==> config.mk <==
export PLATFORM = sky130hd
export DESIGN_NAME = bsc_div
export DESIGN_NICKNAME = d
export VERILOG_FILES = /design/src/rtl/bsc_pkg.sv /design/src/rtl/bsc_div.sv
export SDC_FILE = /design/constraint.sdc
export NUM_CORES = 2
export LEC_CHECK = 0
export ABC_CLOCK_PERIOD_IN_PS = 20800
export BUFFER_PORTS_ARGS = -buffer_cell sky130_fd_sc_hd__buf_2
export CAP_MARGIN = 5
export CELL_PAD_IN_SITES_DETAIL_PLACEMENT = 0
export CELL_PAD_IN_SITES_GLOBAL_PLACEMENT = 1
export CORE_ASPECT_RATIO = 1.4
export CORE_MARGIN = 2
export CORE_UTILIZATION = 45
export DETAILED_ROUTE_END_ITERATION = 12
export GPL_TIMING_DRIVEN = 0
export PLACE_DENSITY = 0.72
export SETUP_SLACK_MARGIN = 0.05
export SLEW_MARGIN = 10
export SYNTH_ARGS = -nofsm -noshare
export SYNTH_HDL_FRONTEND = slang
export SYNTH_SLANG_ARGS = --single-unit
==> constraint.sdc <==
create_clock -name vclk -period 20.8
set_clock_uncertainty 0.15 [all_clocks]
set_input_delay 2.08 -clock vclk [all_inputs]
set_output_delay 2.08 -clock vclk [all_outputs]
set_load 0.05 [all_outputs]
==> src/rtl/bsc_pkg.sv <==
// ----------------------------------------------------------------------------
// bsc_pkg
// Shared types, constants and helpers for the 3x3 clamped box smoothing block.
// ----------------------------------------------------------------------------
`default_nettype none

package bsc_pkg;

    // image geometry
    localparam int MAX_DIM = 1024;
    localparam int COL_W   = $clog2(MAX_DIM);
    localparam int SIZE_W  = 11;

    localparam logic [SIZE_W-1:0] SIZE_RESET = SIZE_W'(32);
    localparam logic [SIZE_W-1:0] SIZE_MIN   = SIZE_W'(2);
    localparam logic [SIZE_W-1:0] SIZE_MAX   = SIZE_W'(MAX_DIM);

    // pixel arithmetic
    localparam int NCH      = 3;
    localparam int CH_W     = 16;
    localparam int COLSUM_W = CH_W + 1;   // two pixels of one column
    localparam int SUM_W    = CH_W + 4;   // up to nine pixels

    // reciprocal division: q = (x * m) >> RECIP_SHIFT, exact for x < 2**SUM_W
    localparam int RECIP_W     = 23;
    localparam int RECIP_SHIFT = 24;
    localparam int PROD_W      = SUM_W + RECIP_W;
    localparam logic [RECIP_W-1:0] RECIP_4 = RECIP_W'(4194304);
    localparam logic [RECIP_W-1:0] RECIP_6 = RECIP_W'(2796203);
    localparam logic [RECIP_W-1:0] RECIP_9 = RECIP_W'(1864136);

    // output queue
    localparam int FIFO_DEPTH = 8;
    localparam int FIFO_AW    = $clog2(FIFO_DEPTH);
    localparam int LVL_W      = FIFO_AW + 1;

    // configuration port
    localparam int APB_AW = 3;
    localparam logic REG_IMAGE_SIZE = 1'b0;   // register index, paddr[APB_AW-1]

    typedef enum logic {
        OP_PUSH  = 1'b0,
        OP_DRAIN = 1'b1
    } op_t;

    typedef enum logic [1:0] {
        DIV4 = 2'd0,
        DIV6 = 2'd1,
        DIV9 = 2'd2
    } div_t;

    typedef logic [NCH-1:0][CH_W-1:0]     pix_t;
    typedef logic [NCH-1:0][COLSUM_W-1:0] colsum_t;
    typedef logic [NCH-1:0][SUM_W-1:0]    sum_t;

    // accepted item with its position, as seen by the summing stage
    typedef struct packed {
        logic             valid;
        op_t              op;
        logic [COL_W-1:0] col;
        logic             row_ge1;
        logic             row_ge2;
        logic             col_ge1;
        logic             col_ge2;
        logic             col_last;
        logic             row_last;
        pix_t             pix;
    } s1_t;

    // one pending result before division
    typedef struct packed {
        logic valid;
        sum_t sum;
        div_t div;
        logic last;
    } lane_t;

    // one finished result
    typedef struct packed {
        logic last;
        pix_t pix;
    } res_t;

    function automatic logic [RECIP_W-1:0] div_recip(input div_t d);
        logic [RECIP_W-1:0] m;
        case (d)
            DIV4:    m = RECIP_4;
            DIV6:    m = RECIP_6;
            DIV9:    m = RECIP_9;
            default: m = RECIP_4;
        endcase
        return m;
    endfunction

endpackage

`default_nettype wire

==> src/rtl/bsc_div.sv <==
// ----------------------------------------------------------------------------
// bsc_div
// Divides the neighbourhood sums by 4, 6 or 9 through reciprocal multiplies.
// ----------------------------------------------------------------------------
`default_nettype none

module bsc_div
    import bsc_pkg::*;
(
    input  wire lane_t lane_a,
    input  wire lane_t lane_b,
    output res_t       res_a,
    output res_t       res_b,
    output logic       val_a,
    output logic       val_b
);

    logic [RECIP_W-1:0]          recip_a, recip_b;
    logic [NCH-1:0][PROD_W-1:0]  prod_a, prod_b;

    assign recip_a = div_recip(lane_a.div);
    assign recip_b = div_recip(lane_b.div);

    // multiply by the scaled reciprocal and keep the integer part
    always_comb begin
        for (int j = 0; j < NCH; j++) begin
            prod_a[j] = PROD_W'(lane_a.sum[j]) * PROD_W'(recip_a);
            prod_b[j] = PROD_W'(lane_b.sum[j]) * PROD_W'(recip_b);
            res_a.pix[j] = prod_a[j][RECIP_SHIFT +: CH_W];
            res_b.pix[j] = prod_b[j][RECIP_SHIFT +: CH_W];
        end
        res_a.last = lane_a.last;
        res_b.last = lane_b.last;
    end

    assign val_a = lane_a.valid;
    assign val_b = lane_b.valid;

endmodule

`default_nettype wire

# --- After elaboration in Yosys (flattened, before gate mapping) ---
# Cells that the tools add are included.
totals:
  regBits: 0
  input_bits: 128
  output_inout_bits: 100
  elab_cells: 12
classes:
  mul: 6
  n_eq_ne: 4
  muxes: 2
ops:
  columns: ["cell", "n"]
  rows:
  - ["20-bit by 23-bit multiplier with 40-bit output", 6]
  - ["23-bit one-hot mux with 2 select lines", 2]
  - ["2-bit by 1-bit == test with 1-bit output (second input constant)", 2]
  - ["2-bit == test (second input constant)", 2]

# --- Logic depth before layout (Yosys ltp) ---
depth:
  ltp_word: 3
  mapped_depth: 31
  depth_no_buf: 28

# --- Least setup slack after synthesis ---
# OpenSTA, ideal clock, no wires.
synth_timing:
  path_kind: "in2out"
  start: "in lane_b[1] in the netlist's numbering"
  end: "out res_b[45] in the netlist's numbering"
  arrival_time_ps: 10477
  required_time_ps: 18570
  setup_slack_ps: 8093
  path_stages: 29
  path_buffers: 3
  path_cell_list: "inv_1 ha_1 clkbuf_1 inv_1 clkbuf_1 buf_1 nand2_1 fa_1 inv_1 fa_1 inv_1 fa_1 inv_1 fa_1 fa_1 fa_1 inv_1 fa_1 inv_1 ha_1 nand3_1 nor4_1 o21ai_0 a211oi_1 nor3_1 o21ai_0 nand2_1 o21a_1 o311ai_0"
synth_lines:
  columns: ["item", "line_no", "text"]
  rows:
  - ["from (decl)", "bsc_div.sv:11", "input wire lane_t lane_b,"]
  - ["to (decl)", "bsc_div.sv:13", "output res_t res_b,"]

==> results.yml <==
floorplanning:
  std_cell_rows: 153
  start_util_pct: 45.5
  num_io_pins: 228
  die_w_um: 304
  fp.dieH_um: 423
  die_area_mm2: 0.129
  fp.coreArea_mm2: 0.124
layout:
  fillers: 12188
  flops_and_latches: 0
  final_area_mm2: 0.0597
  multi_input_area_mm2: 0.0481
  n_clock_buffer: 0
  area.growth.synth_to_final_pct: 5.51
  regArea_um2: 0
  drive_above_1_share_pct: 3.81
  fin_nets: 8771
drt:
  ant_nets: 0
  post_drt_wl_per_cell_um: 20.3
  vias_per_cell: 4.92
  drtPass1Iterations: 4
  drtIter0Drc: 1487
  wl_um: 160000
  vias: 38876
  drc: 0
sta:
  max_freq_ghz: 0.0679
  rsz0062_at_grt: "no"
  setup_viol: 0
  hold_violations: 0
  drv_slew: 0
  slew-limit-headroom_pct: 17.6
  fin_setup_tns_ns: 0
  period_needed_ns: 14.74
  period_share_pct: 70.8
  worst_pin_slew_ns: 1.24
clocking:
  ctsResizeCount: 0
  postCtsSetupRepairBufs: 0
  hold_buffers: 0
run:
  maxCapViolations: 0
setup_path:
  end_kind: "primary output"
  crit_type: "in -> out"
  critical-path-top-delay-family: "adder cells"
  startpoint: "lane_b[1]"
  crit_fanout: 10
  crit_slowest_cell: "buf_1"
  crit_path_start_kind: "input port"
  critPathMaxStageDelay_ns: 0.89
  path_common_cell: "fa_1"
  cp_data_required_time_ns: 18.57
  arrival_ns: 12.51
  cp_num_buf_inv: 11
logic_synthesis:
  syn_area_per_cell_um2: 9.33
  yosys_warnings: 0
  syn_area_mm2: 0.0566
  syn-num-nets: 8555
  syn-instance-count: 6062
  ys_types: 69
  ys_seq_area_share_pct: 0
grt:
  grt_pass1_wl_um: 251000
  overflow: 0
  grt_max_degree: 11
  grt_usage_pct: 25.8
  grt_pass1_vias: 44388
  antenna_found_initial: 21
worst_hold_path:
  hold_path_depth: 2
  min_path_type: "in -> out"
  min_from: "lane_b[0]"
  hold_path_end: "res_b[48]"
status:
  status: "finished, final reports clean"
placement:
  placedInstanceArea_mm2: 0.0597
  gp_congestion: 0.970
  io_buffers: 214
  dp_hpwl_um: 151000
[worst max path at each step]
stage               slack (ns)         to  cells past startpoint
floorplan                 8.09  res_b[45]                     29
global placement          6.04  res_b[46]                     29
detailed placement        6.04  res_b[46]                     29
CTS                       5.98  res_b[46]                     29
global route              5.76  res_b[46]                     29
finish                    6.06  res_b[46]                     29
[cells in the mapped netlist, types with 5 or more instances]
master	count	share of area, %
nor2_1	81	0.54
a31oi_1	10	0.11
fa_1	1283	45
o21ai_0	61	0.54
o21bai_1	17	0.23
and3_1	8	0.088
inv_1	2174	14
nand2b_1	13	0.14
nand4_1	22	0.24
a31o_2	6	0.093
xnor2_1	145	2.2
ha_1	1082	24
nor2b_1	74	0.82
and4_1	5	0.077
nand2_1	280	1.9
xor2_1	87	1.3
o211ai_1	16	0.21
nor3_1	22	0.19
o31ai_1	6	0.080
nand3_1	33	0.29
o21a_1	18	0.24
and2_1	229	2.5
a21o_1	98	1.3
a211oi_1	19	0.25
a21oi_1	120	1.1
clkbuf_1	61	0.40
or3_1	7	0.077
o221ai_1	6	0.093
[per-stage QoR]
step	hold slack (ns)	worst slack, ns	instances	util [%]
CTS	4.31	5.98	7903	48.0
global placement	4.31	6.04	7903	48.0
floorplan	4.18	8.09	6062	-
finish	4.31	6.06	7907	48.0
global route	4.31	5.76	7904	48.0
detailed placement	4.31	6.04	7903	48.0
[metal layers]
layer	share of wire [%]	GRT usage, %	up-vias
met2	55	50.8	768
met4	5.9	11.8	20
met3	2.5	1.35	342
li1	-	-	18270
met5	0.077	0	-
met1	37	28.1	19476
[logic make-up after synthesis]
| family | count (synthesis) | share of synthesized area, % |
|---|---|---|
| xor gates and xnor gates | 233 | 3.63 |
| buffers and inverters | 2245 | 14.9 |
| and+or+nand+nor | 798 | 7.18 |
| AOI/OAI and AO/OA | 421 | 4.92 |
| adders and majority gates | 2365 | 69.3 |
[cell usage in the layout, fill, tap and decap left out, types with 7 or more instances in the layout]
| cell | synthesis | final |
|---|---|---|
| inv_1 | 2174 | 2174 |
| xor2_1 | 87 | 87 |
| nor2_1 | 81 | 81 |
| o21ai_0 | 61 | 61 |
| fa_1 | 1283 | 1283 |
| o211ai_1 | 16 | 16 |
| o21a_1 | 18 | 18 |
| and2_1 | 229 | 229 |
| a31oi_1 | 10 | 10 |
| a211oi_1 | 19 | 19 |
| nand2_1 | 280 | 280 |
| or3_1 | 7 | 7 |
| buf_2 | 1 | 216 |
| nand3_1 | 33 | 33 |
| nand2b_1 | 13 | 13 |
| a21oi_1 | 120 | 120 |
| a21o_1 | 98 | 98 |
| ha_1 | 1082 | 1082 |
| nor3_1 | 22 | 22 |
| clkbuf_1 | 61 | 60 |
| xnor2_1 | 145 | 145 |
| nor2b_1 | 74 | 74 |
| nand4_1 | 22 | 22 |
| and3_1 | 8 | 8 |
| o21bai_1 | 17 | 17 |
[layout make-up]
class / count / area share (%)
antenna: 4 / 0.0168
buffer: 70 / 0.472
inverter: 2175 / 13.7
multi-input combinational: 3817 / 80.6
tap: 1627 / 3.41
timing repair buffer: 214 / 1.79
Power is left out: the tool's default activity adds up to more than one toggle a clock period on the data nets, which glitch-free logic cannot reach.
