`config.mk`:
```
export PLATFORM = sky130hd
export DESIGN_NAME = bsc_ctrl
export DESIGN_NICKNAME = d
export VERILOG_FILES = /design/src/rtl/bsc_pkg.sv /design/src/rtl/bsc_ctrl.sv
export SDC_FILE = /design/constraint.sdc
export NUM_CORES = 1
export LEC_CHECK = 0
export BUFFER_PORTS_ARGS = -buffer_cell sky130_fd_sc_hd__clkbuf_2
export CAP_MARGIN = 20
export CORE_MARGIN = 2
export CORE_UTILIZATION = 35
export CTS_CLUSTER_SIZE = 30
export DETAILED_ROUTE_END_ITERATION = 10
export GPL_TIMING_DRIVEN = 0
export MAX_ROUTING_LAYER = met4
export PLACE_DENSITY = 0.64
export SLEW_MARGIN = 20
export SYNTH_ARGS = -nofsm -noshare
export SYNTH_HDL_FRONTEND = slang
export SYNTH_SLANG_ARGS = --single-unit
```
`constraint.sdc`:
```
create_clock -name aclk -period 4.3 [get_ports aclk]
set_input_delay 0.215 -clock aclk [delete_from_list [all_inputs] [get_ports aclk]]
set_output_delay 0.215 -clock aclk [all_outputs]
set_load 0.005 [all_outputs]
```
`src/rtl/bsc_pkg.sv`:
```
// ----------------------------------------------------------------------------
// bsc_pkg
// Shared types, constants and helpers for the 3x3 clamped box smoothing block.
// ----------------------------------------------------------------------------
`default_nettype none

package bsc_pkg;

    // image geometry
    localparam int MAX_DIM = 1024;
    localparam int COL_W   = $clog2(MAX_DIM);
    localparam int SIZE_W  = 11;

    localparam logic [SIZE_W-1:0] SIZE_RESET = SIZE_W'(32);
    localparam logic [SIZE_W-1:0] SIZE_MIN   = SIZE_W'(2);
    localparam logic [SIZE_W-1:0] SIZE_MAX   = SIZE_W'(MAX_DIM);

    // pixel arithmetic
    localparam int NCH      = 3;
    localparam int CH_W     = 16;
    localparam int COLSUM_W = CH_W + 1;   // two pixels of one column
    localparam int SUM_W    = CH_W + 4;   // up to nine pixels

    // reciprocal division: q = (x * m) >> RECIP_SHIFT, exact for x < 2**SUM_W
    localparam int RECIP_W     = 23;
    localparam int RECIP_SHIFT = 24;
    localparam int PROD_W      = SUM_W + RECIP_W;
    localparam logic [RECIP_W-1:0] RECIP_4 = RECIP_W'(4194304);
    localparam logic [RECIP_W-1:0] RECIP_6 = RECIP_W'(2796203);
    localparam logic [RECIP_W-1:0] RECIP_9 = RECIP_W'(1864136);

    // output queue
    localparam int FIFO_DEPTH = 8;
    localparam int FIFO_AW    = $clog2(FIFO_DEPTH);
    localparam int LVL_W      = FIFO_AW + 1;

    // configuration port
    localparam int APB_AW = 3;
    localparam logic REG_IMAGE_SIZE = 1'b0;   // register index, paddr[APB_AW-1]

    typedef enum logic {
        OP_PUSH  = 1'b0,
        OP_DRAIN = 1'b1
    } op_t;

    typedef enum logic [1:0] {
        DIV4 = 2'd0,
        DIV6 = 2'd1,
        DIV9 = 2'd2
    } div_t;

    typedef logic [NCH-1:0][CH_W-1:0]     pix_t;
    typedef logic [NCH-1:0][COLSUM_W-1:0] colsum_t;
    typedef logic [NCH-1:0][SUM_W-1:0]    sum_t;

    // accepted item with its position, as seen by the summing stage
    typedef struct packed {
        logic             valid;
        op_t              op;
        logic [COL_W-1:0] col;
        logic             row_ge1;
        logic             row_ge2;
        logic             col_ge1;
        logic             col_ge2;
        logic             col_last;
        logic             row_last;
        pix_t             pix;
    } s1_t;

    // one pending result before division
    typedef struct packed {
        logic valid;
        sum_t sum;
        div_t div;
        logic last;
    } lane_t;

    // one finished result
    typedef struct packed {
        logic last;
        pix_t pix;
    } res_t;

    function automatic logic [RECIP_W-1:0] div_recip(input div_t d);
        logic [RECIP_W-1:0] m;
        case (d)
            DIV4:    m = RECIP_4;
            DIV6:    m = RECIP_6;
            DIV9:    m = RECIP_9;
            default: m = RECIP_4;
        endcase
        return m;
    endfunction

endpackage

`default_nettype wire

```
`src/rtl/bsc_ctrl.sv`:
```
// ----------------------------------------------------------------------------
// bsc_ctrl
// Register port, row/column/drain counters, input acceptance and input stage.
// ----------------------------------------------------------------------------
`default_nettype none

module bsc_ctrl
    import bsc_pkg::*;
(
    input  wire logic                aclk,
    input  wire logic                aresetn,
    input  wire logic                s_tvalid,
    output logic                     s_tready,
    input  wire logic [NCH*CH_W-1:0] s_tdata,
    input  wire logic                s_tuser,
    input  wire logic                psel,
    input  wire logic                penable,
    input  wire logic                pwrite,
    input  wire logic [APB_AW-1:0]   paddr,
    input  wire logic [31:0]         pwdata,
    output logic [31:0]              prdata,
    input  wire logic [LVL_W-1:0]    fifo_level,
    input  wire logic                s2_busy,
    output s1_t                      s1,
    output logic [COL_W-1:0]         rd_addr
);

    logic [SIZE_W-1:0] size_reg, size_next;
    logic [COL_W-1:0]  row_reg, row_next;
    logic [COL_W-1:0]  col_reg, col_next;
    logic [COL_W-1:0]  drn_reg, drn_next;
    logic              drain_reg, drain_next;
    s1_t               s1_reg, s1_next;

    logic [SIZE_W-1:0] n_eff;
    logic [SIZE_W-1:0] n_eff_m1;
    logic [COL_W-1:0]  last_idx;
    logic              cfg_wr;
    logic              accept;
    logic [LVL_W:0]    credit;
    op_t               op;

    // saturate the image size to the supported range
    always_comb begin
        if (size_reg < SIZE_MIN) begin
            n_eff = SIZE_MIN;
        end else if (size_reg > SIZE_MAX) begin
            n_eff = SIZE_MAX;
        end else begin
            n_eff = size_reg;
        end
    end

    assign n_eff_m1 = n_eff - SIZE_W'(1);
    assign last_idx = n_eff_m1[COL_W-1:0];

    // register access
    assign cfg_wr = psel & penable & pwrite & (paddr[APB_AW-1] == REG_IMAGE_SIZE);
    assign prdata = (paddr[APB_AW-1] == REG_IMAGE_SIZE) ? 32'(size_reg) : 32'd0;

    // accept only while the queue can take every result still in flight
    assign credit = (LVL_W+1)'(fifo_level)
                  + (s1_reg.valid ? (LVL_W+1)'(2) : (LVL_W+1)'(0))
                  + (s2_busy      ? (LVL_W+1)'(2) : (LVL_W+1)'(0));
    assign s_tready = (credit <= (LVL_W+1)'(FIFO_DEPTH - 2));
    assign accept   = s_tvalid & s_tready;
    assign op       = op_t'(s_tuser);

    // read ahead: row stores read the next beat's column, one past it in a drain
    assign rd_addr = drain_reg ? (drn_reg + COL_W'(1)) : col_reg;

    // advance counters and load the input stage
    always_comb begin
        size_next  = size_reg;
        row_next   = row_reg;
        col_next   = col_reg;
        drn_next   = drn_reg;
        drain_next = drain_reg;
        s1_next          = s1_reg;
        s1_next.valid    = 1'b0;
        s1_next.op       = op;
        s1_next.pix      = s_tdata;
        s1_next.row_ge1  = 1'b0;
        s1_next.row_ge2  = 1'b0;
        s1_next.row_last = 1'b0;
        if (cfg_wr) begin
            size_next  = pwdata[SIZE_W-1:0];
            row_next   = '0;
            col_next   = '0;
            drn_next   = '0;
            drain_next = 1'b0;
        end else if (accept) begin
            if (op == OP_PUSH && !drain_reg) begin
                s1_next.valid    = 1'b1;
                s1_next.col      = col_reg;
                s1_next.row_ge1  = (row_reg != '0);
                s1_next.row_ge2  = (row_reg > COL_W'(1));
                s1_next.col_ge1  = (col_reg != '0);
                s1_next.col_ge2  = (col_reg > COL_W'(1));
                s1_next.col_last = (col_reg == last_idx);
                s1_next.row_last = (row_reg == last_idx);
                if (col_reg == last_idx) begin
                    col_next = '0;
                    if (row_reg == last_idx) begin
                        row_next   = '0;
                        drn_next   = '0;
                        drain_next = 1'b1;
                    end else begin
                        row_next = row_reg + COL_W'(1);
                    end
                end else begin
                    col_next = col_reg + COL_W'(1);
                end
            end else if (op == OP_DRAIN && drain_reg) begin
                s1_next.valid    = 1'b1;
                s1_next.col      = drn_reg;
                s1_next.col_ge1  = (drn_reg != '0);
                s1_next.col_ge2  = (drn_reg > COL_W'(1));
                s1_next.col_last = (drn_reg == last_idx);
                if (drn_reg == last_idx) begin
                    drn_next   = '0;
                    drain_next = 1'b0;
                end else begin
                    drn_next = drn_reg + COL_W'(1);
                end
            end
        end
    end

    always_ff @(posedge aclk) begin
        if (!aresetn) begin
            size_reg  <= SIZE_RESET;
            row_reg   <= '0;
            col_reg   <= '0;
            drn_reg   <= '0;
            drain_reg <= 1'b0;
            s1_reg    <= '0;
        end else begin
            size_reg  <= size_next;
            row_reg   <= row_next;
            col_reg   <= col_next;
            drn_reg   <= drn_next;
            drain_reg <= drain_next;
            s1_reg    <= s1_next;
        end
    end

    assign s1 = s1_reg;

endmodule

`default_nettype wire

```
Word-level counts from Yosys, hierarchy flattened
Cells that the tools add are included.
W data, S select, Z words.
{"block": "classes", "add_sub_neg": 6, "bitwise": 10, "reduce_logical": 16, "mux": 24, "n_mul": 0, "eq_ne": 5, "n_div": 0, "shift": 0, "order_cmp": 6}
{"operator": "$mux W10", "n": 12}
{"operator": "$add A10 B1 Y10 const B", "n": 3}
{"operator": "$eq A10 B10 Y1", "n": 3}
{"operator": "$gt A10 B1 Y1 const B", "n": 3}
{"operator": "$reduce_bool A10 Y1", "n": 3}
{"operator": "$gt A11 B11 Y1 const B", "n": 1}
{"operator": "$lt A11 B2 Y1 const B", "n": 1}
{"operator": "$mux W11", "n": 1}
{"operator": "$sub A10 B1 Y10 const B", "n": 1}
{"operator": "$mux W1", "n": 7}
{"operator": "$mux W3", "n": 2}
{"operator": "$not A1 Y1", "n": 6}
{"operator": "$reduce_and A3 Y1", "n": 2}
{"operator": "$add A4 B2 Y5", "n": 1}
{"operator": "$add A5 B2 Y5", "n": 1}
{"operator": "$le A5 B3 Y1 const B", "n": 1}
{"operator": "$reduce_and A5 Y1", "n": 1}
{"operator": "$and A1 B1 Y1", "n": 4}
{"operator": "$mux W2", "n": 2}
{"operator": "$ne A2 B1 Y1 const B", "n": 2}
{"operator": "$reduce_and A4 Y1", "n": 1}
{"operator": "$reduce_bool A2 Y1", "n": 2}
{"operator": "$reduce_or A4 Y1", "n": 1}
{"operator": "$reduce_or A3 Y1", "n": 1}
{"operator": "4 further kinds", "n": 5}
{"block": "totals", "romBits": 0, "regBits": 108, "memories": 0, "ramBits": 0, "latchBits": 0}

Logic depth before layout (Yosys ltp)
Gate-level depths: netlist of the first run.
{"block": "depth", "depth_word": 8, "depth_mapped": 16, "depth_no_buf": 13}

Least setup slack after synthesis of the first run
OpenSTA, ideal clock, no wires.
{"block": "synth_timing", "kind": "register -> register", "startpoint": "register size_reg[10]", "endpoint": "register row_reg[5]", "path_stages_with_launch": 14, "arrival_ps": 3762, "period_less_slack_ps": 3830, "path_buffers": 2, "required_ps": 4231, "slack_ps": 470, "cell_sequence": "dfxtp_1 > clkbuf_1 > clkbuf_1 > clkinv_1 > nand2_1 > ha_1 > or4b_2 > nand2_1 > nor4_1 > or4_1 > nor2_2 > nand3_4 > or4_4 > a21oi_2"}
{"block": "synth_between", "elab_chain_len": 6, "elab_cells_between_ends": 9, "classes_between": "add/sub: 1; order compare: 2; eq/ne: 2; mux: 3; reduce/logical: 1"}
{"item": "from (decl)", "line_no": "bsc_ctrl.sv:28", "text": "logic [SIZE_W-1:0] size_reg, size_next;"}
{"item": "from (signal assigned)", "line_no": "bsc_ctrl.sv:139", "text": "size_reg <= size_next;"}
{"item": "$gt A11 B11 Y1", "line_no": "bsc_ctrl.sv:47", "text": "end else if (size_reg > SIZE_MAX) begin"}
{"item": "$mux W10", "line_no": "bsc_ctrl.sv:47"}
{"item": "$mux W10 *", "line_no": "bsc_ctrl.sv:45", "text": "if (size_reg < SIZE_MIN) begin"}
{"item": "$sub A10 B1 Y10 *", "line_no": "bsc_ctrl.sv:54", "text": "assign n_eff_m1 = n_eff - SIZE_W'(1);"}
{"item": "$eq A10 B10 Y1 (on tied branches)", "line_no": "bsc_ctrl.sv:102, bsc_ctrl.sv:104"}
{"item": "$reduce_and A3 Y1 (no line) / $mux W10 (equally long branches)"}
{"item": "to (signal assigned)", "line_no": "bsc_ctrl.sv:140", "text": "row_reg <= row_next;"}
{"item": "to (decl)", "line_no": "bsc_ctrl.sv:29", "text": "logic [COL_W-1:0] row_reg, row_next;"}
Every way passes the cells marked *; elsewhere a longest branch is shown, timed or not.
A chain may end at the register's enable or synchronous reset.

Worst setup path after layout of the first run
{"block": "layout_timing", "startpoint": "register size_reg[3]", "endpoint": "register row_reg[5]"}
Same word-level chain as after synthesis.

==> flow_summary.yaml, run 1 <==
global_route:
  grt_max_degree: 23
  grt-ovfl-total: 0
  antenna_found_initial: 0
  grt_pass1_vias: 5021
  grt_usage: 0.198
  grt_pass1_wl_um: 26900
worst_setup_path:
  crit_arrival_ns: 4.36
  required_ns: 4.61
  regToRegSetupSlack_ns: 0.25
  start_kind: "register"
  endpoint: "row_reg[5]"
  reg2regPathDepth: 15
  setup.worst_path.start: "size_reg[3]"
  timing.rr.start: "size_reg[3]"
  r2r-end: "row_reg[5]"
  crit_path_end_kind: "register"
  critPathMaxFanout: 10
  path_class: "reg -> reg"
final_layout:
  fin_nets: 984
  diodes: 0
  finalNonFillerCells: 1095
  largest_reg_flops: 66
  fillers: 1678
  drive_gt1_frac: 0.269
  syn_to_final_growth_pct: 25.9
logic_synthesis:
  synth_edf_count: 0
  yosysSeqAreaShare: 0.371
  yosys_warnings: 0
  async_reset_ff_frac: 0
  ys_ff_latch: 108
  synth_most_common_cell: "dfxtp_1"
  synth_top_area_frac: 0.371
  ys_types: 79
  synth.area.top_cells: "dfxtp_1 (37%), and2_1 (5.8%), nand2_1 (4.2%), ha_1 (3.9%), nor2_1 (3.4%)"
  synth_flop_cell: "dfxtp_1"
  synth_area_um2: 5820
  syn_inst: 681
  synthTopCellsByCount: "dfxtp_1 (108), nand2_1 (65), and2_1 (54), nor2_1 (52), clkbuf_1 (37)"
  synth.avg_cell_area_um2: 8.55
  yosysTopAreaCell: "dfxtp_1"
cts:
  post_cts_buffers: 0
  cts_buffers: 9
  cts_tree: "done"
  cts_buffer_depth: 2
  worstSkewPairLatency_ns: 0.37
  htree_levels: 3
  clkSinkCount: 108
  clock_tree.root_cell: "clkbuf_16"
  hold_buffers: 0
  path_clk_slew_ns: 0.09
status:
  status: "completed"
power_and_ir_drop:
  combPwrFrac: 0.127
  sw_frac_of_total: 0.282
  switchingPower_mw: 0.623
  clockPowerShare: 0.399
  p_seq_frac: 0.475
  p_per_area_nw_per_um2: 301
  ir_drop_v: 0.000209
  total_power_mw: 2.21
  cellInternalPower_mw: 1.59
  power_leakage_nw: 3.32
place:
  portBuffers: 159
  gp_congestion: 0.974
  placedCellCount: 1080
  dp_hpwl_um: 13000
drt:
  drtPass1Iterations: 5
  drt_wl_total_um: 17100
  detail_route.wl_per_cell_um: 15.6
  routed_via_density: 5.07
  num_vias: 5548
  ant_nets: 0
  drc: 0
  drt-initial-drc-count: 356
sta:
  clock_skew_ns: 0.0109
  setup_violations: 0
  tightest_slew_ns: 0.741
  slew-limit-headroom: 0.498
  min_period_over_period: 0.943
  drv_slew: 0
  hold_ws_ns: 0.0414
  final_hold_viol_count: 0
  period_minus_slack_ns: 4.05
  rsz0062_at_grt: "no"
  fmax_mhz: 247
floorplanning:
  core-area_um2: 16400
  dieArea_um2: 17700
  num_rows: 47
  initial_core_util: 0.355
  top_level_ports: 204
  die_w_um: 133
  die_h_um: 133
hold_path:
  whs_path_depth: 2
  hp-class: "in -> reg"
flow_run:
  max_cap_violations: 0
==> worst max-delay path, cell delays in order (launching register included) <==
cell and delay (ns):
dfxtp_1 0.32, buf_2 0.18, nor4_4 0.45, nand3_4 0.21, nand2_1 0.12, nand2_1 0.06, ha_1 0.22, clkbuf_2 0.23
clkbuf_2 0.25, nand4_1 0.13, o211ai_1 0.09, or4_1 0.62, nor2_4 0.25, nand3_4 0.15, or4_4 0.56, a21oi_2 0.14
==> worst min-delay path by stage <==
stage                 from  endpoint  slack (ns)
6_report       s_tdata[17]    s1[17]        0.04
5_1_grt        s_tdata[23]    s1[23]        0.03
4_1_cts        s_tdata[17]    s1[17]        0.04
3_5_place_dp   s_tdata[43]    s1[43]        0.42
3_3_place_gp   s_tdata[14]    s1[14]        0.42
2_1_floorplan      s_tuser    s1[64]        0.34
==> through the flow <==
stage | setup WS [ns] | TNS (ns) | util | instance area [µm²]
detailed placement | -0.543 | -12.61 | 0.425 | 6970
finish | 0.246 | 0 | 0.447 | 7330
floorplan | 0.470 | 0 | - | 5900
CTS | 0.0802 | 0 | 0.445 | 7300
global placement | -0.426 | -9.29 | 0.425 | 6970
global route | 0.00486 | 0 | 0.447 | 7330
==> power by group through the flow <==
stage | sequential, mW | combinational [mW] | clock, mW
after global placement | 1.07 | 0.273 | 0
after global routing | 1.05 | 0.308 | 0.937
after detailed placement | 1.07 | 0.276 | 0
after CTS | 1.05 | 0.278 | 0.898
final | 1.05 | 0.280 | 0.881
after floorplan | 1.07 | 0.162 | 0
==> what timing repair did <==
| item | in CTS | in global routing |
|---|---|---|
| gates resized for setup | 7 | 5 |
| pin swaps | 0 | 1 |
| endpoints found under the setup margin | 32 | 32 |
==> cells in the final DEF, fill, tap and decap left out, types with 18 or more instances in the layout <==
master,n
a21oi_1,25
and2_1,55
buf_4,21
clkbuf_1,33
clkbuf_2,162
conb_1,21
dfxtp_1,107
ha_1,18
inv_1,18
nand2_1,65
nor2_1,52
o21ai_0,22
==> final cells by class <==
cell class	count	area, µm²	area share
buffer	66	358	0.0488
clock buffer	9	225	0.0307
clock inverter	7	93.8	0.0128
inverter	19	71.3	0.00973
multi-input combinational	507	3350	0.457
sequential	108	2160	0.295
tap	220	275	0.0376
timing repair buffer	159	796	0.109
==> layer usage <==
| metal | share of wire | routed length (µm) | up-vias | GRT usage |
|---|---|---|---|---|
| li1 | - | - | 2703 | - |
| met1 | 0.44 | 7450 | 2561 | 0.258 |
| met2 | 0.46 | 7870 | 255 | 0.304 |
| met3 | 0.081 | 1370 | 29 | 0.0398 |
| met5 | 0 | 0 | - | - |
| met4 | 0.022 | 373 | 0 | 0.0717 |
==> cells by family after synthesis <==
family / synth area share
xor+xnor: 0.0559
fa+ha+maj: 0.0421
flops: 0.371
buf+inv: 0.0737
mux: 0.0176
simple gates: 0.277
other cells: 0.000644
compound gates: 0.162
Note: power is estimated with default switching activity, not from simulation.
==> inputs of run 2 (changes only) <==
--- a/config.mk
+++ b/config.mk
@@ -8,12 +8,12 @@
 export BUFFER_PORTS_ARGS = -buffer_cell sky130_fd_sc_hd__clkbuf_2
 export CAP_MARGIN = 20
 export CORE_MARGIN = 2
-export CORE_UTILIZATION = 35
+export CORE_UTILIZATION = 51
 export CTS_CLUSTER_SIZE = 30
 export DETAILED_ROUTE_END_ITERATION = 10
 export GPL_TIMING_DRIVEN = 0
 export MAX_ROUTING_LAYER = met4
-export PLACE_DENSITY = 0.64
+export PLACE_DENSITY = 0.86
 export SLEW_MARGIN = 20
 export SYNTH_ARGS = -nofsm -noshare
 export SYNTH_HDL_FRONTEND = slang
==> run 2 against run 1 <==
Via count grew 3.3%. Cell count shrank 6.8%. Register-to-register slack is essentially flat. Combinational power grew 3%. Critical path type unchanged. Largest cell class unchanged. Largest power group unchanged. Highest routed layer unchanged.
==> flow_summary.yaml, run 2 (synthesis gave the netlist of run 1 again) <==
status:
  status: "completed"
power_and_ir_drop:
  power_leakage_nw: 3.33
  total_power_mw: 2.17
  p_per_area_nw_per_um2: 300
  ir_drop_v: 0.000333
final_layout:
  fin_nets: 987
  fillers: 950
  diodes: 0
  final_cell_mix: "clkbuf_2 (162), dfxtp_1 (108), nand2_1 (65)"
  drive_gt1_frac: 0.270
  largest_reg_flops: 66
  layout_commonest_cell: "clkbuf_2"
  syn_to_final_growth_pct: 24.2
global_route:
  grt_pass1_vias: 5349
  grt_max_degree: 22
  grt-ovfl-total: 0
  grt_usage: 0.278
  antenna_found_initial: 0
  grt_pass1_wl_um: 26900
cts:
  path_clk_slew_ns: 0.08
  worstSkewPairLatency_ns: 0.36
  cts_buffer_depth: 2
  htree_levels: 3
  clkSinkCount: 108
  clock_tree.root_cell: "clkbuf_16"
  cts_buffers: 9
  cts_tree: "done"
hold_path:
  hp-class: "in -> reg"
  hold_start: "s_tdata[47]"
  whs_path_depth: 2
  whs_endpoint: "s1[47]"
floorplanning:
  die_w_um: 111
  die_h_um: 111
  initial_core_util: 0.516
  top_level_ports: 204
  dieArea_um2: 12300
  num_rows: 39
  core-area_um2: 11300
drt:
  drtPass1Iterations: 5
  num_vias: 5733
  ant_nets: 0
  drt-initial-drc-count: 508
  routed_via_density: 5.62
  drc: 0
  drt_wl_total_um: 16900
  detail_route.wl_per_cell_um: 16.5
worst_setup_path:
  path_class: "reg -> reg"
  crit_path_frequent_cell: "nand2_1"
  cp_slowest_cell: "or4b_2"
  start_kind: "register"
  reg2regPathDepth: 13
  required_ns: 4.60
  timing.rr.start: "size_reg[10]"
  r2r-end: "row_reg[5]"
  regToRegSetupSlack_ns: 0.24
  slowest_delay_ns: 0.66
  critPathMaxFanout: 10
  crit_arrival_ns: 4.36
  crit_chain: "clkbuf_2, buf_2, clkinv_2, nand2_1, ha_1, or4b_2, nand2_1, nor4_1, or4_1, nor2_4, nand3_4, or4_4, a21oi_2"
  crit_path_end_kind: "register"
sta:
  clock_skew_ns: 0.0102
  period_minus_slack_ns: 4.06
  slew-limit-headroom: 0.265
  final_hold_viol_count: 0
  setup_violations: 0
  fmax_mhz: 246
  fin_setup_tns_ns: 0
  min_period_over_period: 0.944
  drv_slew: 0
  tightest_slew_ns: 1.09
place:
  gp_congestion: 0.982
  portBuffers: 159
  dp_hpwl_um: 12400
flow_run:
  max_cap_violations: 0
[run 2: timing repair]
| action | CTS | global route |
|---|---|---|
| buffers inserted | 0 | 2 |
| endpoints found under the setup margin | 32 | 32 |
| resized for setup | 6 | 8 |
| hold buffers | 0 | 0 |
| pin swaps | 0 | 1 |
[run 2: worst max path at each step]
stage,start,end,cells after the start
5_1_grt,size_reg[2],row_reg[5],15
6_report,size_reg[10],row_reg[5],13
3_3_place_gp,size_reg[10],row_reg[9],15
2_1_floorplan,size_reg[10],row_reg[5],13
3_5_place_dp,size_reg[10],row_reg[8],15
4_1_cts,size_reg[3],drn_reg[1],14
[run 2: cell type report]
class,instances,area (µm²),area share
Buffer,67,363,0.0502
Sequential cell,108,2160,0.299
Timing Repair Buffer,161,811,0.112
Multi-Input combinational cell,507,3340,0.462
Inverter,19,72.6,0.0100
Tap cell,143,179,0.0247
Clock buffer,9,225,0.0311
Clock inverter,7,77.6,0.0107
[run 2: through the flow]
step                      setup slack, ns  hold slack [ns]  std cells  cell area [µm²]  utilization
after floorplan                     0.470            0.337        701             5900            -
after global placement             -0.504            0.420       1003             6870        0.610
after detailed placement           -0.608            0.424       1003             6870        0.610
after CTS                          0.0407           0.0475       1019             7190        0.638
after global routing             -0.00583           0.0457       1021             7230        0.642
final                               0.242           0.0527       1021             7230        0.642
[run 2: power by group]
part           internal, mW  switching, mW  leakage, nW
Clock                 0.414          0.422        0.144
Combinational         0.134          0.152         2.30
Sequential             1.03         0.0149        0.885
Total                  1.58          0.589         3.33
[run 2: critical path: cells and delay by family (launching register included)]
kind	cells	cell delay, ns
adder cells (fa/ha/maj)	1	0.19
buffers and inverters	3	0.81
AO/OA/AOI/OAI	1	0.13
AND/OR/NAND/NOR	8	2.49
flip-flops	1	0.37
[run 2: metal layers]
layer,track usage,vias up,wire [µm]
li1,-,2712,-
met4,0.0983,0,478
met3,0.0716,54,1470
met2,0.447,328,7920
met5,-,-,0
met1,0.341,2639,6980
==> inputs of run 3 (changes only) <==
--- a/config.mk
+++ b/config.mk
@@ -8,12 +8,14 @@
 export BUFFER_PORTS_ARGS = -buffer_cell sky130_fd_sc_hd__clkbuf_2
 export CAP_MARGIN = 20
 export CORE_MARGIN = 2
-export CORE_UTILIZATION = 51
+export CORE_UTILIZATION = 45
+export CTS_CLUSTER_DIAMETER = 200
 export CTS_CLUSTER_SIZE = 30
 export DETAILED_ROUTE_END_ITERATION = 10
 export GPL_TIMING_DRIVEN = 0
 export MAX_ROUTING_LAYER = met4
-export PLACE_DENSITY = 0.86
+export PLACE_DENSITY = 0.78
+export SKIP_CTS_REPAIR_TIMING = 1
 export SLEW_MARGIN = 20
 export SYNTH_ARGS = -nofsm -noshare
 export SYNTH_HDL_FRONTEND = slang
==> run 3 against run 2 <==
Combinational power shrank 2%. Clock-buffer cell count grew 1. Largest cell class unchanged. Hold slack gained 0.0055 ns. Critical endpoint unchanged. Non-clock buffer count shrank 1. Fmax shrank 1.4%.
==> flow_summary.yaml, run 3 (synthesis gave the netlist of run 1 again) <==
sta:
  final_hold_viol_count: 0
  tightest_slew_ns: 0.704
  fmax_mhz: 243
  period_minus_slack_ns: 4.12
  min_period_over_period: 0.957
  slew-limit-headroom: 0.523
  drv_slew: 0
  setup_violations: 0
  hold_ws_ns: 0.0582
  clock_skew_ns: 0.00325
cts:
  cts_buffer_depth: 2
  cts_buffers: 9
  clock_tree.root_cell: "clkbuf_16"
  worstSkewPairLatency_ns: 0.35
  htree_levels: 3
  cts_tree: "done"
  path_clk_slew_ns: 0.07
  clkSinkCount: 108
drt:
  num_vias: 5583
  drc: 0
  drt_wl_total_um: 16200
  drtPass1Iterations: 5
  routed_via_density: 5.32
  detail_route.wl_per_cell_um: 15.5
  ant_nets: 0
  drt-initial-drc-count: 481
floorplanning:
  top_level_ports: 204
  initial_core_util: 0.461
  dieArea_um2: 13900
  core-area_um2: 12600
  num_rows: 41
  die_h_um: 118
  die_w_um: 118
worst_setup_path:
  slowest_delay_ns: 0.61
  crit_arrival_ns: 4.40
  path_class: "reg -> reg"
  critPathBufInv: 3
  cpLargestDelayFamily: "simple AND/OR/NAND/NOR gates"
  critical_path_cell_count: 15
  cp_slowest_cell: "or4_1"
  crit_path_end_kind: "register"
  critPathMaxFanout: 10
  reg2regPathDepth: 15
  start_kind: "register"
  required_ns: 4.59
  crit_chain: "buf_2, nor3_1, nand3_4, nand2_1, nand2_1, ha_1, clkbuf_2, clkbuf_2, nand4_1, o211ai_1, or4_1, nor2_4, nand3_4, or4_4, a21oi_2"
place:
  portBuffers: 159
  dpl_cell_area_um2: 6910
  placedCellCount: 1032
  gp_congestion: 0.994
  dp_hpwl_um: 12200
final_layout:
  final_cell_mix: "clkbuf_2 (162), dfxtp_1 (108), nand2_1 (65)"
  syn_to_final_growth_pct: 24.5
  drive_gt1_frac: 0.268
  design_area_um2: 7250
  fillers: 1194
  layout_commonest_cell: "clkbuf_2"
  multi_input_area_um2: 3340
  diodes: 0
  largest_reg_flops: 66
  regArea_um2: 2160
  fin_nets: 986
  finalNonFillerCells: 1049
global_route:
  antenna_found_initial: 0
  grt_usage: 0.237
  grt-ovfl-total: 0
  grt_pass1_wl_um: 25900
  grt_max_degree: 20
  grt_pass1_vias: 5275
status:
  status: "completed"
power_and_ir_drop:
  power_leakage_nw: 3.31
  p_per_area_nw_per_um2: 294
  ir_drop_v: 0.000261
hold_path:
  whs_path_depth: 2
  hp-class: "in -> reg"
flow_run:
  max_cap_violations: 0
[run 3: cell types whose count changed in the layout (fill, tap and decap cells not counted), sizes merged]
cell / delta
buf: -2
clkbuf: +2
clkinv: -1
clkinvlp: +2
inv: -2
[run 3: final cells by class]
| type | count | area share |
|---|---|---|
| multi-input cells | 507 | 0.461 |
| flip-flops and latches | 108 | 0.298 |
| repair buffers | 160 | 0.111 |
| plain buffers | 67 | 0.0504 |
| clock buffers | 10 | 0.0316 |
| well taps | 172 | 0.0297 |
| inverters | 19 | 0.0104 |
| clock inverters | 6 | 0.00794 |
[run 3: through the flow]
step | worst slack (ns) | power [mW] | TNS, ns | util
global route | -0.0277 | 2.21 | -0.0277 | 0.574
CTS | -0.678 | 2.13 | -16.60 | 0.570
global placement | -0.572 | 1.34 | -13.76 | 0.547
finish | 0.184 | 2.13 | 0 | 0.574
floorplan | 0.470 | 1.24 | 0 | -
detailed placement | -0.648 | 1.35 | -15.70 | 0.547
[run 3: layer usage]
| layer | vias to the layer above | global-route usage | routed length, µm |
|---|---|---|---|
| li1 | 2716 | - | - |
| met5 | - | - | 0 |
| met1 | 2602 | 0.276 | 6660 |
| met4 | 0 | 0.103 | 526 |
| met3 | 40 | 0.0475 | 1110 |
| met2 | 225 | 0.396 | 7930 |
[run 3: where the power goes]
group | total (mW) | leakage, nW | switching [mW] | internal (mW)
clock | 0.798 | 0.132 | 0.395 | 0.403
sequential | 1.05 | 0.885 | 0.0145 | 1.03
combinational | 0.282 | 2.29 | 0.149 | 0.133
total | 2.13 | 3.31 | 0.558 | 1.57
[run 3: worst register-to-register path, stage by stage, from the launching register on]
cell and delay (ns):
dfxtp_1 0.36, buf_2 0.21, nor3_1 0.43, nand3_4 0.22, nand2_1 0.12, nand2_1 0.06
ha_1 0.22, clkbuf_2 0.22, clkbuf_2 0.26, nand4_1 0.13, o211ai_1 0.08, or4_1 0.61
nor2_4 0.27, nand3_4 0.16, or4_4 0.56, a21oi_2 0.15
[run 3: worst paths after layout]
check             slack [ns]          to   startpoint
setup reg to reg        0.18  row_reg[5]  size_reg[2]
hold / removal          0.06       s1[8]   s_tdata[8]
setup / recovery        0.18  row_reg[5]  size_reg[2]
hold reg to reg         0.50      s1[50]       s1[50]
